==> config.mk <==
export PLATFORM = sky130hd
export DESIGN_NAME = pibo_dt_mul
export DESIGN_NICKNAME = d
export VERILOG_FILES = /design/src/rtl/pibo_pkg.sv /design/src/rtl/pibo_dt_mul.sv
export SDC_FILE = /design/constraint.sdc
export NUM_CORES = 1
export LEC_CHECK = 0
export BUFFER_PORTS_ARGS = -buffer_cell sky130_fd_sc_hd__buf_2
export CAP_MARGIN = 40
export CORE_MARGIN = 2
export CORE_UTILIZATION = 30
export CTS_CLUSTER_DIAMETER = 200
export DETAILED_ROUTE_END_ITERATION = 8
export SLEW_MARGIN = 15
export SYNTH_ARGS = -nofsm -noshare
export SYNTH_HDL_FRONTEND = slang
export SYNTH_SLANG_ARGS = --single-unit
==> constraint.sdc <==
create_clock -name clk -period 5.97 [get_ports clk]
set_input_delay 0.597 -clock clk [delete_from_list [all_inputs] [get_ports clk]]
set_output_delay 0.597 -clock clk [all_outputs]
set_load 0.03 [all_outputs]
==> src/rtl/pibo_pkg.sv <==
`default_nettype none
package pibo_pkg;

	localparam int PosW     = 32;
	localparam int VelW     = 24;
	localparam int DtW      = 17;
	localparam int MarginW  = 23;
	localparam int FracW    = 16;
	localparam int CfgIdxW  = 3;
	localparam int CfgDataW = 32;

	// sums are formed two bits wider than a position so nothing wraps
	localparam int SumW = PosW + 2;

	localparam logic signed [SumW-1:0] S32_MAX = 34'sd2147483647;
	localparam logic signed [SumW-1:0] S32_MIN = -34'sd2147483648;

	localparam logic signed [PosW-1:0] VEL_LIMIT   = 32'sd6553600;
	localparam logic signed [VelW-1:0] BOTTOM_KICK = 24'sd1966; // 0.03, truncated

	localparam logic [DtW-1:0]            RST_TIME_STEP = 17'd66;
	localparam logic signed [PosW-1:0]    RST_BOTTOM    = 32'sd0;
	localparam logic signed [PosW-1:0]    RST_TOP       = 32'sd6553600;
	localparam logic signed [PosW-1:0]    RST_LEFT      = 32'sd0;
	localparam logic signed [PosW-1:0]    RST_RIGHT     = 32'sd6553600;
	localparam logic [MarginW-1:0]        RST_MARGIN    = 23'd65536;

	typedef enum logic [CfgIdxW-1:0] {
		CFG_TIME_STEP = 3'd0,
		CFG_BOTTOM    = 3'd1,
		CFG_TOP       = 3'd2,
		CFG_LEFT      = 3'd3,
		CFG_RIGHT     = 3'd4,
		CFG_MARGIN    = 3'd5
	} cfg_idx_t;

	typedef struct packed {
		logic signed [PosW-1:0] pos_x;
		logic signed [PosW-1:0] pos_y;
		logic signed [VelW-1:0] vel_x;
		logic signed [VelW-1:0] vel_y;
		logic signed [PosW-1:0] acc_x;
		logic signed [PosW-1:0] acc_y;
	} particle_in_t;

	typedef struct packed {
		logic signed [PosW-1:0] new_pos_x;
		logic signed [PosW-1:0] new_pos_y;
		logic signed [VelW-1:0] new_vel_x;
		logic signed [VelW-1:0] new_vel_y;
		logic                   wall_hit;
	} particle_out_t;

	function automatic logic signed [PosW-1:0] sat32(input logic signed [SumW-1:0] x);
		logic signed [SumW-1:0] r;
		if (x > S32_MAX) begin
			r = S32_MAX;
		end else if (x < S32_MIN) begin
			r = S32_MIN;
		end else begin
			r = x;
		end
		return r[PosW-1:0];
	endfunction

	function automatic logic signed [VelW-1:0] clampv(input logic signed [PosW-1:0] x);
		logic signed [PosW-1:0] r;
		if (x > VEL_LIMIT) begin
			r = VEL_LIMIT;
		end else if (x < -VEL_LIMIT) begin
			r = -VEL_LIMIT;
		end else begin
			r = x;
		end
		return r[VelW-1:0];
	endfunction

endpackage
`default_nettype wire

==> src/rtl/pibo_dt_mul.sv <==
`default_nettype none
// registered product of the unsigned step and a signed operand
module pibo_dt_mul #(
	parameter int W = pibo_pkg::PosW
) (
	input  wire                                     clk,
	input  wire  [pibo_pkg::DtW-1:0]                dt,
	input  wire  signed [W-1:0]                     x,
	output logic signed [W+pibo_pkg::DtW:0]         prod_s
);

	always_ff @(posedge clk) begin
		prod_s <= $signed({1'b0, dt}) * x;
	end

endmodule
`default_nettype wire

==> results_dict.tcl <==
set metrics [dict create \
    status "finished clean" \
    synth_seq_area_share_pct 4.86 \
    worstSetupPathType "in2reg" \
    numPortBuffers 99 \
    drive_gt1_share_pct 19.2 \
    drt_wl_total_mm 52.5 \
    ctsHoldBuffers 0 \
    crit_arrival_ps 6110 \
    path_cells "buf_8 > buf_8 > and2_1 > fa_1 > inv_1 > fa_1 > fa_1 > inv_1 > fa_1 > fa_1 > inv_1 > fa_1 > inv_2 > ha_4 > a21o_1 > a21o_1 > a21o_1 > nand3b_1 > nor3_4 > o31ai_2 > buf_4 > o311ai_4" \
    cts_buffers 5 \
    ys.flop_type "dfxtp_1" \
    cts_tree "yes" \
    cts.sinks 50 \
    worstPathMaxFanout 18 \
    core_area_um2 68200 \
    holdWs_ps 845 \
    netlist_instances 2295 \
    first_pass_iters 5 \
    syn_nets 2984 \
    end_kind "register" \
    rsz0062_at_grt "yes" \
    via_per_inst 4.39 \
    max_slew_margin_pct 64.5 \
    async_reset_ff_share_pct 0 \
    grt_pass1_wl_mm 88.6 \
    fin_crit_ps 5900 \
    drt.antenna.violating_nets 0 \
    grtUsageTotal_pct 15.8 \
    cpLargestDelayFamily "adder cells" \
    grt_remaining_overflow 0 \
    drc 0 \
    synth_seq_cells 50 \
    die_h_um 266 \
    drv_cap 0 \
    regMostFlops "prod_s" \
    fin_nets 3304 \
    area_growth_pct 21.6 \
    largest_reg_flops 50 \
    antenna-diode-count 0 \
    grt_max_degree 29 \
    crit_path_top_delay_cell "fa_1" \
    detail_route.wl_per_cell_um 15.0 \
    drtIter0Drc 545 \
    final_hold_viol_count 0 \
    tightest_slew_ps 530 \
    cts_max_level 2 \
    dpl.hpwl_mm 46.7 \
    clk_pin_slew_worst_paths_ps 70 \
    synth_area_per_cell_um2 8.97 \
    finalSetupViolCount 0 \
    start_util_pct 30.2 \
    hp-class "in2reg" \
    yosys_warnings 0 \
    maxSlewViolCount 0 \
    cp_common_cell "fa_1" \
    antenna_found_initial 2 \
    synth_area_um2 20600 \
    num_rows 96 \
    io_pins 100 \
    slowest_delay_ps 520 \
    post-route-period-util_pct 98.7 \
    grt_pass1_vias 17300 \
    reg_top3 "prod_s x50" \
    cts.path.max_buffers 2 \
    max_freq_mhz 170 \
    cts-root-buf "clkbuf_16" \
    place_congestion 0.886 \
    worst_setup_path_start_kind "primary input" \
    synth_edf_count 0 \
    path_buf_inv 7 \
    vias 15400 \
    cp.required_ps 6180 \
    dieArea_um2 70700 \
    die_x_um 266 \
    synth_cell_types 55 \
]
cell usage after synthesis, types with 5 or more instances:
cell / number / area share [%]
a211oi_1: 5 / 0.18
a21o_1: 33 / 1.2
a21oi_1: 40 / 0.97
and2_1: 328 / 10
and3_1: 8 / 0.24
buf_2: 5 / 0.12
clkbuf_1: 93 / 1.7
dfxtp_1: 50 / 4.9
fa_1: 521 / 51
ha_1: 118 / 7.2
inv_1: 651 / 12
nand2_1: 246 / 4.5
nand3_1: 9 / 0.22
nand4_1: 11 / 0.33
nor2_1: 26 / 0.47
nor3_1: 9 / 0.22
o211ai_1: 5 / 0.18
o21a_1: 5 / 0.18
o21ai_0: 19 / 0.46
o21ai_1: 14 / 0.34
xnor2_1: 32 / 1.4
xor2_1: 16 / 0.68
path summary, 6_finish.rpt:
| kind | start | endpoint | slack (ps) | cells after the start |
|---|---|---|---|---|
| min | x[0] | prod_s[0] | 840 | 3 |
| max | dt[5] | prod_s[45] | 70 | 22 |
layout by cell type (no fill, tap or decap), types with 15 or more instances in the layout:
| master | netlist | final |
|---|---|---|
| a21o_1 | 33 | 33 |
| a21oi_1 | 40 | 28 |
| and2_1 | 328 | 322 |
| buf_2 | 5 | 76 |
| buf_4 | 0 | 294 |
| buf_6 | 0 | 15 |
| dfxtp_1 | 50 | 50 |
| fa_1 | 521 | 512 |
| ha_1 | 118 | 105 |
| inv_1 | 651 | 644 |
| nand2_1 | 246 | 244 |
| nor2_1 | 26 | 24 |
| o21ai_0 | 19 | 17 |
| xnor2_1 | 32 | 32 |
| xor2_1 | 16 | 16 |
layout make-up:
class / count / area (µm²)
inverter: 651 / 2440
timing repair buffer: 411 / 3180
clock inverter: 3 / 43.8
tap: 882 / 1100
sequential: 50 / 1000
fill: 7046 / 43200
multi-input combinational: 1496 / 17100
clock buffer: 5 / 125
stage by stage:
step | instance area (µm²) | setup TNS (ps) | setup slack [ps] | instances | util [%]
floorplan | 20600 | 0 | 15.4 | 2295 | -
global placement | 24200 | -9020 | -561 | 3476 | 35.5
detailed placement | 24200 | -10250 | -689 | 3476 | 35.5
CTS | 24600 | 0 | 10.5 | 3493 | 36.1
global route | 25000 | -107 | -47.4 | 3498 | 36.7
finish | 25000 | 0 | 74.8 | 3498 | 36.7
metal layers:
layer	share of wire, %	global-route usage [%]	vias up	wire length [µm]
met4	2.6	3.67	2	1360
met3	2.9	1.55	71	1510
met5	0.021	0	-	11
li1	-	-	7180	-
met1	41	19.0	7851	21800
met2	53	30.1	250	27800
cells by family (layout without fill, tap and decap cells):
kind of cell	after synthesis	after routing	synth area share [%]
compound gates	151	151	4.89
xor+xnor	48	48	2.04
fa+ha+maj	639	639	57.8
buf+inv	749	1070	13.7
flops	50	50	4.86
simple gates	658	658	16.7
repair_timing:
action / CTS / global route
resized for setup: 45 / 92
pin swaps: 12 / 32
endpoints found under the setup margin: 18 / 25
setup buffers: 11 / 4
cloned: 0 / 1
Power is not shown: default switching activity piles up to over one toggle a cycle in this logic, so the estimate is an artifact.
